==> src/design/kettb_pkg.sv <==
package kettb_pkg;

  // Widths of the item fields
  localparam int KEY_W   = 5;
  localparam int CP_W    = 21;
  localparam int BYTE_W  = 8;
  localparam int MODS_W  = 3;
  localparam int FLAGS_W = 5;

  // Packed stream widths
  localparam int S_TDATA_W = 32;
  localparam int M_TDATA_W = 24;

  // Number of keys with an escape sequence in the table
  localparam int SEQUENCE_KEYS = 22;

  // Dense key codes of the modifier keys
  localparam logic [KEY_W-1:0] KEY_LALT   = 5'd23;
  localparam logic [KEY_W-1:0] KEY_RCTRL  = 5'd27;

  // Configuration register indexes
  localparam logic CFG_READ_ENABLED = 1'b0;
  localparam logic CFG_NATIVE_TERM  = 1'b1;

  // Result kinds
  localparam logic KIND_BYTE = 1'b0;
  localparam logic KIND_CP   = 1'b1;

  // Characters used by the encoder
  localparam logic [BYTE_W-1:0] CH_ESC = 8'd27;
  localparam logic [CP_W-1:0] CP_NUL   = 21'd0;
  localparam logic [CP_W-1:0] CP_BS    = 21'd8;
  localparam logic [CP_W-1:0] CP_LF    = 21'd10;
  localparam logic [CP_W-1:0] CP_CR    = 21'd13;
  localparam logic [CP_W-1:0] CP_SPACE = 21'd32;
  localparam logic [CP_W-1:0] CP_QMARK = 21'd63;
  localparam logic [CP_W-1:0] CP_AT    = 21'd64;
  localparam logic [CP_W-1:0] CP_USCORE = 21'd95;
  localparam logic [CP_W-1:0] CP_BTICK = 21'd96;
  localparam logic [CP_W-1:0] CP_RBRACE = 21'd125;
  localparam logic [CP_W-1:0] CP_DEL   = 21'd127;

  // Queue between front and back
  localparam int QUEUE_DEPTH = 2;
  localparam int QPTR_W      = $clog2(QUEUE_DEPTH);
  localparam int QCNT_W      = $clog2(QUEUE_DEPTH + 1);

  // One escape sequence table entry
  typedef struct packed {
    logic [4:0][BYTE_W-1:0] bytes;
    logic [2:0]             len;
    logic                   one_if_mod;
    logic                   o_short;
  } seq_entry_t;

  // Work for one key event, handed from front to back
  typedef struct packed {
    logic              seq_valid;
    logic [KEY_W-1:0]  seq_idx;
    logic [MODS_W-1:0] mods;
    logic              cp_valid;
    logic              cp_kind;
    logic [CP_W-1:0]   cp_value;
  } desc_t;

  // Escape sequence table, in key code order starting at key code one
  function automatic seq_entry_t seq_rom(logic [KEY_W-1:0] idx);
    seq_entry_t e;
    e = '0;
    case (idx)
      5'd0:  e = '{bytes: {8'd0, 8'd0, "A", "[", CH_ESC}, len: 3'd3, one_if_mod: 1'b1, o_short: 1'b0};
      5'd1:  e = '{bytes: {8'd0, 8'd0, "B", "[", CH_ESC}, len: 3'd3, one_if_mod: 1'b1, o_short: 1'b0};
      5'd2:  e = '{bytes: {8'd0, 8'd0, "C", "[", CH_ESC}, len: 3'd3, one_if_mod: 1'b1, o_short: 1'b0};
      5'd3:  e = '{bytes: {8'd0, 8'd0, "D", "[", CH_ESC}, len: 3'd3, one_if_mod: 1'b1, o_short: 1'b0};
      5'd4:  e = '{bytes: {8'd0, 8'd0, "F", "[", CH_ESC}, len: 3'd3, one_if_mod: 1'b1, o_short: 1'b0};
      5'd5:  e = '{bytes: {8'd0, 8'd0, "H", "[", CH_ESC}, len: 3'd3, one_if_mod: 1'b1, o_short: 1'b0};
      5'd6:  e = '{bytes: {8'd0, "~", "2", "[", CH_ESC}, len: 3'd4, one_if_mod: 1'b0, o_short: 1'b0};
      5'd7:  e = '{bytes: {8'd0, "~", "3", "[", CH_ESC}, len: 3'd4, one_if_mod: 1'b0, o_short: 1'b0};
      5'd8:  e = '{bytes: {8'd0, "~", "5", "[", CH_ESC}, len: 3'd4, one_if_mod: 1'b0, o_short: 1'b0};
      5'd9:  e = '{bytes: {8'd0, "~", "6", "[", CH_ESC}, len: 3'd4, one_if_mod: 1'b0, o_short: 1'b0};
      5'd10: e = '{bytes: {8'd0, "P", "1", "[", CH_ESC}, len: 3'd4, one_if_mod: 1'b0, o_short: 1'b1};
      5'd11: e = '{bytes: {8'd0, "Q", "1", "[", CH_ESC}, len: 3'd4, one_if_mod: 1'b0, o_short: 1'b1};
      5'd12: e = '{bytes: {8'd0, "R", "1", "[", CH_ESC}, len: 3'd4, one_if_mod: 1'b0, o_short: 1'b1};
      5'd13: e = '{bytes: {8'd0, "S", "1", "[", CH_ESC}, len: 3'd4, one_if_mod: 1'b0, o_short: 1'b1};
      5'd14: e = '{bytes: {"~", "5", "1", "[", CH_ESC}, len: 3'd5, one_if_mod: 1'b0, o_short: 1'b0};
      5'd15: e = '{bytes: {"~", "7", "1", "[", CH_ESC}, len: 3'd5, one_if_mod: 1'b0, o_short: 1'b0};
      5'd16: e = '{bytes: {"~", "8", "1", "[", CH_ESC}, len: 3'd5, one_if_mod: 1'b0, o_short: 1'b0};
      5'd17: e = '{bytes: {"~", "9", "1", "[", CH_ESC}, len: 3'd5, one_if_mod: 1'b0, o_short: 1'b0};
      5'd18: e = '{bytes: {"~", "0", "2", "[", CH_ESC}, len: 3'd5, one_if_mod: 1'b0, o_short: 1'b0};
      5'd19: e = '{bytes: {"~", "1", "2", "[", CH_ESC}, len: 3'd5, one_if_mod: 1'b0, o_short: 1'b0};
      5'd20: e = '{bytes: {"~", "3", "2", "[", CH_ESC}, len: 3'd5, one_if_mod: 1'b0, o_short: 1'b0};
      5'd21: e = '{bytes: {"~", "4", "2", "[", CH_ESC}, len: 3'd5, one_if_mod: 1'b0, o_short: 1'b0};
      default: e = '0;
    endcase
    return e;
  endfunction

  // Number of bytes a table key emits with the given modifier parameter
  function automatic logic [2:0] seq_count(seq_entry_t e, logic [MODS_W-1:0] mods);
    logic [2:0] body;
    logic [2:0] one;
    logic [2:0] semi;
    body = e.len - 3'd1;
    one  = {2'b00, e.one_if_mod && (mods != '0)};
    semi = (mods != '0) ? 3'd2 : 3'd0;
    if (e.o_short && (mods == '0)) begin
      return 3'd3;
    end
    return body + one + semi + 3'd1;
  endfunction

  // Byte at a position of a table key's sequence
  function automatic logic [BYTE_W-1:0] seq_byte(seq_entry_t e, logic [MODS_W-1:0] mods,
                                                 logic [2:0] pos);
    logic [2:0]        body;
    logic [2:0]        one;
    logic [BYTE_W-1:0] fin;
    body = e.len - 3'd1;
    one  = {2'b00, e.one_if_mod && (mods != '0)};
    fin  = e.bytes[body];
    if (e.o_short && (mods == '0)) begin
      case (pos)
        3'd0:    return CH_ESC;
        3'd1:    return "O";
        default: return fin;
      endcase
    end else if (pos < body) begin
      return e.bytes[pos];
    end else if (pos < body + one) begin
      return "1";
    end else if ((mods != '0) && (pos == body + one)) begin
      return ";";
    end else if ((mods != '0) && (pos == body + one + 3'd1)) begin
      return 8'("1") + {5'b00000, mods};
    end
    return fin;
  endfunction

endpackage

==> src/design/kettb_front.sv <==
module kettb_front
  import kettb_pkg::*;
(
  input  logic                 clk,
  input  logic                 rst,
  input  logic                 s_tvalid,
  output logic                 s_tready,
  input  logic [S_TDATA_W-1:0] s_tdata,
  input  logic                 s_tuser,
  input  logic                 cfg_valid,
  output logic                 cfg_ready,
  input  logic                 cfg_index,
  input  logic                 cfg_data,
  input  logic                 q_full,
  output logic                 push,
  output desc_t                push_desc
);

  logic               read_enabled;
  logic               native_term_mode;
  logic [FLAGS_W-1:0] modifier_flags;
  logic [FLAGS_W-1:0] modifier_flags_next;

  logic [KEY_W-1:0] key;
  logic [CP_W-1:0]  cp;
  logic [CP_W-1:0]  cp_fix;
  logic             release_key;
  logic             accept;
  logic             control;

  assign key         = s_tdata[KEY_W-1:0];
  assign cp          = s_tdata[KEY_W +: CP_W];
  assign release_key = s_tuser;
  assign s_tready    = !q_full;
  assign cfg_ready   = 1'b1;
  assign accept      = s_tvalid && s_tready;

  // Update the modifier bits from this word's key
  always_comb begin
    modifier_flags_next = modifier_flags;
    if (key >= KEY_LALT && key <= KEY_RCTRL) begin
      modifier_flags_next[3'(key - KEY_LALT)] = !release_key;
    end
  end

  // Classify the word into work for the back end
  always_comb begin
    control             = |modifier_flags_next[4:3];
    push_desc           = '0;
    push_desc.mods      = {control, modifier_flags_next[0], |modifier_flags_next[2:1]};
    push_desc.seq_valid = !release_key && key >= 5'd1 && key <= 5'(SEQUENCE_KEYS);
    push_desc.seq_idx   = key - 5'd1;

    cp_fix = (cp == CP_LF) ? CP_CR : cp;
    if (!native_term_mode && cp_fix == CP_BS) begin
      cp_fix = CP_DEL;
    end

    push_desc.cp_valid = (cp != CP_NUL);
    push_desc.cp_kind  = KIND_BYTE;
    if (control && cp_fix == CP_SPACE) begin
      push_desc.cp_value = CP_NUL;
    end else if (control && cp_fix inside {[CP_BTICK:CP_RBRACE]}) begin
      push_desc.cp_value = cp_fix - CP_BTICK;
    end else if (control && cp_fix inside {[CP_AT:CP_USCORE]}) begin
      push_desc.cp_value = cp_fix - CP_AT;
    end else if (control && cp_fix == CP_QMARK) begin
      push_desc.cp_value = CP_DEL;
    end else begin
      push_desc.cp_kind  = KIND_CP;
      push_desc.cp_value = cp_fix;
    end

    push = accept && read_enabled && (push_desc.seq_valid || push_desc.cp_valid);
  end

  // Hold modifier state and configuration
  always_ff @(posedge clk) begin
    if (rst) begin
      modifier_flags   <= '0;
      read_enabled     <= 1'b1;
      native_term_mode <= 1'b0;
    end else begin
      if (accept) begin
        modifier_flags <= modifier_flags_next;
      end
      if (cfg_valid && cfg_ready) begin
        case (cfg_index)
          CFG_READ_ENABLED: read_enabled     <= cfg_data;
          CFG_NATIVE_TERM:  native_term_mode <= cfg_data;
          default:          read_enabled     <= read_enabled;
        endcase
      end
    end
  end

endmodule

==> src/design/kettb_queue.sv <==
module kettb_queue
  import kettb_pkg::*;
(
  input  logic  clk,
  input  logic  rst,
  input  logic  push,
  input  desc_t push_desc,
  output logic  full,
  output logic  q_valid,
  output desc_t q_desc,
  input  logic  q_pop
);

  desc_t             entries [QUEUE_DEPTH];
  logic [QPTR_W-1:0] wr_ptr;
  logic [QPTR_W-1:0] rd_ptr;
  logic [QCNT_W-1:0] count;

  assign full    = (count == QCNT_W'(QUEUE_DEPTH));
  assign q_valid = (count != '0);
  assign q_desc  = entries[rd_ptr];

  // Store pushed work
  always_ff @(posedge clk) begin
    if (push) begin
      entries[wr_ptr] <= push_desc;
    end
  end

  // Advance pointers and fill count
  always_ff @(posedge clk) begin
    if (rst) begin
      wr_ptr <= '0;
      rd_ptr <= '0;
      count  <= '0;
    end else begin
      if (push) begin
        wr_ptr <= wr_ptr + 1'b1;
      end
      if (q_pop) begin
        rd_ptr <= rd_ptr + 1'b1;
      end
      case ({push, q_pop})
        2'b10:   count <= count + 1'b1;
        2'b01:   count <= count - 1'b1;
        default: count <= count;
      endcase
    end
  end

endmodule

==> src/design/kettb_back.sv <==
module kettb_back
  import kettb_pkg::*;
(
  input  logic                 clk,
  input  logic                 rst,
  input  logic                 q_valid,
  input  desc_t                q_desc,
  output logic                 q_pop,
  output logic                 m_tvalid,
  input  logic                 m_tready,
  output logic [M_TDATA_W-1:0] m_tdata,
  output logic                 m_tuser,
  output logic                 m_tlast
);

  logic [2:0]      pos;
  logic [2:0]      pos_next;
  seq_entry_t      entry;
  logic [2:0]      nseq;
  logic [3:0]      total;
  logic            advance;
  logic            is_last;
  logic            kind;
  logic [CP_W-1:0] value;

  assign advance = !m_tvalid || m_tready;

  // Pick the word for the current position of the head event
  always_comb begin
    entry   = seq_rom(q_desc.seq_idx);
    nseq    = q_desc.seq_valid ? seq_count(entry, q_desc.mods) : 3'd0;
    total   = {1'b0, nseq} + {3'b000, q_desc.cp_valid};
    is_last = ({1'b0, pos} == total - 4'd1);
    if (pos < nseq) begin
      kind  = KIND_BYTE;
      value = {13'd0, seq_byte(entry, q_desc.mods, pos)};
    end else begin
      kind  = q_desc.cp_kind;
      value = q_desc.cp_value;
    end
    q_pop    = advance && q_valid && is_last;
    pos_next = pos;
    if (advance && q_valid) begin
      pos_next = is_last ? 3'd0 : pos + 3'd1;
    end
  end

  // Advance the position within the event
  always_ff @(posedge clk) begin
    if (rst) begin
      pos <= '0;
    end else begin
      pos <= pos_next;
    end
  end

  // Load the output register whenever it is free or being taken
  always_ff @(posedge clk) begin
    if (rst) begin
      m_tvalid <= 1'b0;
    end else if (advance) begin
      m_tvalid <= q_valid;
    end
  end

  always_ff @(posedge clk) begin
    if (advance && q_valid) begin
      m_tdata <= {{(M_TDATA_W-CP_W){1'b0}}, value};
      m_tuser <= kind;
      m_tlast <= is_last;
    end
  end

endmodule

==> src/design/key_event_to_terminal_bytes_top.sv <==
// Channel  Dir  Handshake            Payload
// s_*      in   s_tvalid/s_tready    tdata: key_code, code_point; tuser: key_release
// m_*      out  m_tvalid/m_tready    tdata: value; tuser: kind; tlast: last
// cfg_*    in   cfg_valid/cfg_ready  cfg_index (0 read_enabled, 1 native_term_mode), cfg_data
//
// An event is classified as it is accepted, then held in the work queue and then in the output register.
// The back end sends one word a cycle while the output is not stalled, 0 to 8 per event (an event with no words is
// never queued); the sequence position counter sets this figure.
// A two-entry work queue lets input keep flowing while output stalls; s_tready
// drops only when both entries are taken. cfg_ready is always high.
// Reset (rst, synchronous) clears modifiers and queue, sets read_enabled to 1.
module key_event_to_terminal_bytes_top
  import kettb_pkg::*;
(
  input  logic                 clk,
  input  logic                 rst,
  input  logic                 s_tvalid,
  output logic                 s_tready,
  input  logic [S_TDATA_W-1:0] s_tdata,  // [4:0] key_code, [25:5] code_point, zero above
  input  logic                 s_tuser,  // [0] key_release
  output logic                 m_tvalid,
  input  logic                 m_tready,
  output logic [M_TDATA_W-1:0] m_tdata,  // [20:0] value, zero above
  output logic                 m_tuser,  // [0] kind
  output logic                 m_tlast,
  input  logic                 cfg_valid,
  output logic                 cfg_ready,
  input  logic                 cfg_index,
  input  logic                 cfg_data
);

  logic  push;
  desc_t push_desc;
  logic  q_full;
  logic  q_valid;
  desc_t q_desc;
  logic  q_pop;

  kettb_front u_front (
    .clk       (clk),
    .rst       (rst),
    .s_tvalid  (s_tvalid),
    .s_tready  (s_tready),
    .s_tdata   (s_tdata),
    .s_tuser   (s_tuser),
    .cfg_valid (cfg_valid),
    .cfg_ready (cfg_ready),
    .cfg_index (cfg_index),
    .cfg_data  (cfg_data),
    .q_full    (q_full),
    .push      (push),
    .push_desc (push_desc)
  );

  kettb_queue u_queue (
    .clk       (clk),
    .rst       (rst),
    .push      (push),
    .push_desc (push_desc),
    .full      (q_full),
    .q_valid   (q_valid),
    .q_desc    (q_desc),
    .q_pop     (q_pop)
  );

  kettb_back u_back (
    .clk      (clk),
    .rst      (rst),
    .q_valid  (q_valid),
    .q_desc   (q_desc),
    .q_pop    (q_pop),
    .m_tvalid (m_tvalid),
    .m_tready (m_tready),
    .m_tdata  (m_tdata),
    .m_tuser  (m_tuser),
    .m_tlast  (m_tlast)
  );

endmodule

==> config.mk <==
export PLATFORM = sky130hd
export DESIGN_NAME = key_event_to_terminal_bytes_top
export DESIGN_NICKNAME = d
export VERILOG_FILES = /design/src/design/kettb_pkg.sv /design/src/design/kettb_front.sv /design/src/design/kettb_queue.sv /design/src/design/kettb_back.sv /design/src/design/key_event_to_terminal_bytes_top.sv
export SDC_FILE = /design/constraint.sdc
export NUM_CORES = 1
export LEC_CHECK = 0
export ABC_CLOCK_PERIOD_IN_PS = 11650
export BUFFER_PORTS_ARGS = -buffer_cell sky130_fd_sc_hd__buf_2
export CORE_ASPECT_RATIO = 1.2
export CORE_MARGIN = 8
export CORE_UTILIZATION = 47
export DETAILED_ROUTE_END_ITERATION = 8
export GPL_TIMING_DRIVEN = 0
export PLACE_DENSITY = 0.7
export RECOVER_POWER = 100
export SETUP_SLACK_MARGIN = 0.1
export SLEW_MARGIN = 20
export SYNTH_ARGS = -nofsm -noshare
export SYNTH_HDL_FRONTEND = slang
export SYNTH_SLANG_ARGS = --single-unit
==> constraint.sdc <==
create_clock -name clk -period 11.65 [get_ports clk]
set_clock_uncertainty 0.05 [all_clocks]
set_input_delay 0.5825 -clock clk [delete_from_list [all_inputs] [get_ports clk]]
set_output_delay 0.5825 -clock clk [all_outputs]
set_load 0.01 [all_outputs]
# --- Word level (Yosys, flattened, before mapping) ---
# Memories as Yosys holds them, arrays and structs flattened. A register that Yosys moved wholly into a read port is not among the register bits.
# Index checks and enable logic that the tools add are counted.
# W data, S select, Z words.
totals:
  ff_bits: 38
  output_inout_bits: 29
  mem_bits_rw: 64
  n_memories: 2
  mem_bits_ro: 1088
mem_list:
  columns: ["memory", "depth", "word_bits", "rd", "rd_clocked_by_memory_dff", "write_ports", "line", "source"]
  rows:
  - ["(name not given)", 32, 34, 1, 0, 0, "kettb_pkg.sv:70", "case (idx)"]
  - ["u_queue.entries", 2, 32, 1, 1, 1, "kettb_queue.sv:14", "desc_t entries [QUEUE_DEPTH];"]
classes:
  bitwise_logic: 1
  n_eq_ne: 11
  add_sub_neg: 17
  mux: 43
  order_cmp: 15
  n_reduce_logical: 36
op_table:
  columns: ["op", "n"]
  rows:
  - ["$mux W21", 6]
  - ["$mux W8", 9]
  - ["$bmux W8 S3", 2]
  - ["$eq A21 B4 Y1 const B", 2]
  - ["$eq A21 B6 Y1 const B", 2]
  - ["$ge A21 B7 Y1 const B", 2]
  - ["$le A21 B7 Y1 const B", 2]
  - ["$sub A21 B7 Y21 const B", 2]
  - ["$reduce_bool A21 Y1", 1]
  - ["$logic_and A1 B1 Y1", 20]
  - ["$mux W1", 16]
  - ["$pmux W8 S2", 1]
  - ["$lt A3 B4 Y1 const B", 3]
  - ["$mux W3", 4]
  - ["$le A5 B5 Y1 const B", 2]
  - ["$add A3 B1 Y3 const B", 3]
  - ["$lt A3 B3 Y1", 3]
  - ["$add A6 B3 Y7 const A", 1]
  - ["$eq A3 B3 Y1", 2]
  - ["$logic_not A3 Y1", 2]
  - ["$bwmux W5", 1]
  - ["$ge A5 B1 Y1 const B", 1]
  - ["$ge A5 B5 Y1 const B", 1]
  - ["$mux W5", 1]
  - ["25 further kinds", 34]

# --- Depth between registers and ports, before layout ---
logic_depth:
  ltp_word: 14
  depth_mapped: 22

# --- Hierarchy ---
# A second synthesis with hierarchy kept.
hier_totals:
  cells_unflattened: 626
  area_unflattened_um2: 6583.8
modules_own_cells:
  columns: ["module", "cells_per_inst", "instances", "area_each_um2", "seq_area_each_um2"]
  rows:
  - ["kettb_back", 313, 1, 2720.1, 770.7]
  - ["kettb_queue", 122, 1, 2516.2, 2021.9]
  - ["kettb_front", 191, 1, 1347.5, 140.1]

# --- Least setup slack after synthesis ---
# No wires, ideal clock.
synth_path:
  kind: "flip-flop to flip-flop"
  startpoint: "reg (tool-made name)"
  endpoint: "reg u_queue.count[1]"
  path_slack_ps: 6022
  stages_incl_launch_ff: 22
  t_arrival_ps: 5507
  path_buffers: 2
  path_cell_list: "dfxtp_1 buf_6 buf_1 mux2i_1 inv_1 ha_1 ha_1 inv_1 mux2i_4 ha_1 inv_1 ha_1 xor2_1 and3_1 o31ai_1 ha_1 xnor2_1 or3_1 a21oi_4 ha_1 or3_1 a21oi_1"
synth_rtl:
  columns: ["element", "line", "source"]
  rows:
  - ["end signal, assigned", "kettb_queue.sv:44", "2'b10: count <= count + 1'b1;"]
  - ["end signal, assigned", "kettb_queue.sv:45", "2'b01: count <= count - 1'b1;"]
  - ["end signal, assigned", "kettb_queue.sv:46", "default: count <= count;"]
  - ["end, declared", "kettb_queue.sv:17", "logic [QCNT_W-1:0] count;"]

==> results.cfg <==
[critical_path]
required_ps = 11680
critical_path_class = reg -> reg
cp.arrival_ps = 7760
crit_fanout = 10
reg2reg_setup_slack_ps = 3920
critPathCapture = u_back.m_tdata[1]
startpoint_type = register
r2r_end = u_back.m_tdata[1]
endpoint_kind = register
r2r_cells = 21

[route]
via_per_inst = 5.772
wl_per_cell_um = 17.81
vias = 4895
drc = 0
dr.pass1.iters = 5
ant_nets = 0
drtIter0Drc = 324
wl_mm = 15.11

[yosys]
yosysUniqueCellTypes = 78
synth_area_leader_cell = edfxtp_1
synth-seq-cells = 103
synth_edf_count = 87
synth_top_area_frac = 0.4079
synth_top_cells_by_area = edfxtp_1, ha_1, dfxtp_1
yosysWarningCount = 0
yosysMostFrequentCell = edfxtp_1
synth_commonest_cells = edfxtp_1, nor2_1, nand2_1
syn_avg_cell_area_sq_um = 10.52
netlist_instances = 609
synthFlopType = edfxtp_1
synthArstFlopShare = 0
netlist_area_sq_um = 6405
yosysSeqAreaShare = 0.4579

[job]
maxCapViolCount = 0

[sta]
min_period_over_period = 0.6637
worst_pin_slew_ps = 1450
fin_ws_ps = 3918
final-setup-viol-count = 0
hold_viol = 0
rsz0062_at_grt = no
relSlewSlack = 0.03357
fmax_ghz = 0.1293
maxSlewViolCount = 0
fin_setup_tns_ps = 0
period_minus_slack_ps = 7732

[finish]
nFillCells = 1195
area_growth_pct = 10.67
seqCellArea_sq_um = 2933
drive_gt1_frac = 0.09853
multi_input_area_sq_um = 3152
nets = 750
insertedDiodeCount = 0

[power]
p_leak_uw = 0.002523
power_density_nw_per_um2 = 255.1
vdd_drop_max_uv = 119.5

[placed_design]
port-buffer-count = 51
gp_congestion = 0.9069
post-place-ws_ps = 4927
hpwlAfterDp_mm = 11.59

[floorplan]
dieArea_sq_um = 17630
die_h_um = 143.9
die_w_um = 122.6
rows = 46
ioPinCount = 69
core_sq_um = 13300
initial_core_util = 0.4817

[grt]
overflow = 0
grt_pass1_wl_mm = 24.08
track_usage = 0.1716
grt_pass1_vias = 4860
antenna_found_initial = 0
grt_max_degree = 28

[clock_network]
clk-insertion-delay-late_ps = 340
cts_inserted_buffers = 9
clock-sinks = 103
root_buffer = clkbuf_16
clockBufferDepth = 2
htreeDepth = 3
cts_tree = yes
cts_setup_buffers = 0
ctsHoldBuffers = 0
cts_resized = 0
clk_pin_slew_ps = 70

[worst_hold_path]
min_path_type = in -> reg

[outcome]
status = completed
report_power, final:
group / internal [uW] / switching [uW]
clock network: 154 / 143
registers: 532 / 28.1
logic: 337 / 613
worst min path at each step:
| stage | from | endpoint | slack [ps] | cells past startpoint |
|---|---|---|---|---|
| after floorplan | u_front.modifier_flags[0] | u_front.modifier_flags[0] | 410 | 2 |
| after global placement | u_back.m_tvalid | u_back.m_tvalid | 440 | 2 |
| after detailed placement | u_back.m_tvalid | u_back.m_tvalid | 440 | 2 |
| after CTS | cfg_data | u_front.read_enabled | 410 | 2 |
| after global routing | cfg_data | u_front.read_enabled | 420 | 2 |
| final | cfg_data | u_front.read_enabled | 420 | 2 |
critical path, stage by stage (launching register included):
cell       delay [ps]
dfxtp_1           330
clkbuf_1          510
clkbuf_1          530
mux2i_1           570
inv_1             190
ha_1              310
ha_1              400
inv_1             120
mux2i_1           790
ha_1              480
inv_1             200
ha_1              300
xor2_1            170
and3_1            190
o31ai_1           400
ha_1              320
o21ai_0           160
a31oi_1            60
nor2_1            490
inv_1             250
a2111oi_0         540
a211oi_1           90
cell type report:
cell class | instances | area share
tap | 168 | 0.02966
inverter | 32 | 0.01695
clock buffer | 9 | 0.03177
sequential | 103 | 0.4138
multi-input combinational | 443 | 0.4447
buffer | 33 | 0.02030
timing repair buffer | 53 | 0.03177
clock inverter | 7 | 0.01112
layout by cell type (no fill, tap or decap), types with 6 or more instances in the layout:
cell	count
o21a_1	15
xnor2_1	17
nor4_1	9
buf_2	24
mux2_2	8
edfxtp_1	87
nand4_1	7
nor2b_1	6
a211oi_1	10
inv_1	30
dfxtp_1	16
mux2i_1	33
clkbuf_16	9
a21oi_1	32
o21ai_0	22
xor2_1	6
o211ai_1	10
nand3_1	15
a311oi_1	6
ha_1	35
nor2_1	48
or3_1	8
nand2_1	42
nor3_1	15
clkbuf_1	57
a31oi_1	9
per-stage QoR:
step	power (uW)	instance area [sq um]	hold WS (ps)	utilization	instances
floorplan	1277	6412	411.3	-	611
global placement	1521	6878	435.8	0.5173	830
detailed placement	1552	6934	444.1	0.5216	832
CTS	1856	7238	412.5	0.5444	848
global route	1941	7088	424.1	0.5331	848
finish	1808	7088	422.8	0.5331	848
registers in the layout, summed over array words and instances, names as in the netlist, named ones only:
signal,cells
u_queue.count,2
u_back.m_tvalid,1
u_back.m_tuser,1
u_back.pos,3
u_front.modifier_flags,5
u_front.read_enabled,1
u_back.m_tdata,21
u_queue.rd_ptr,1
u_queue.entries,64
u_back.m_tlast,1
u_front.native_term_mode,1
u_queue.wr_ptr,1
per-layer routing:
metal,share of wire,track usage
met1,0.44,0.2080
met2,0.51,0.3026
met3,0.036,0.02709
met4,0.020,0.05527
met5,0,0
logic make-up after synthesis:
family / after synthesis / synth area share
buffers and inverters: 65 / 0.04317
DFF: 103 / 0.4579
and+or+nand+nor: 185 / 0.1479
AOI/OAI and AO/OA: 147 / 0.1621
other: 2 / 0.001173
muxes: 48 / 0.08439
adders and majority gates: 35 / 0.06837
xor gates and xnor gates: 24 / 0.03497
No activity file was read; power rests on OpenSTA's default activity.
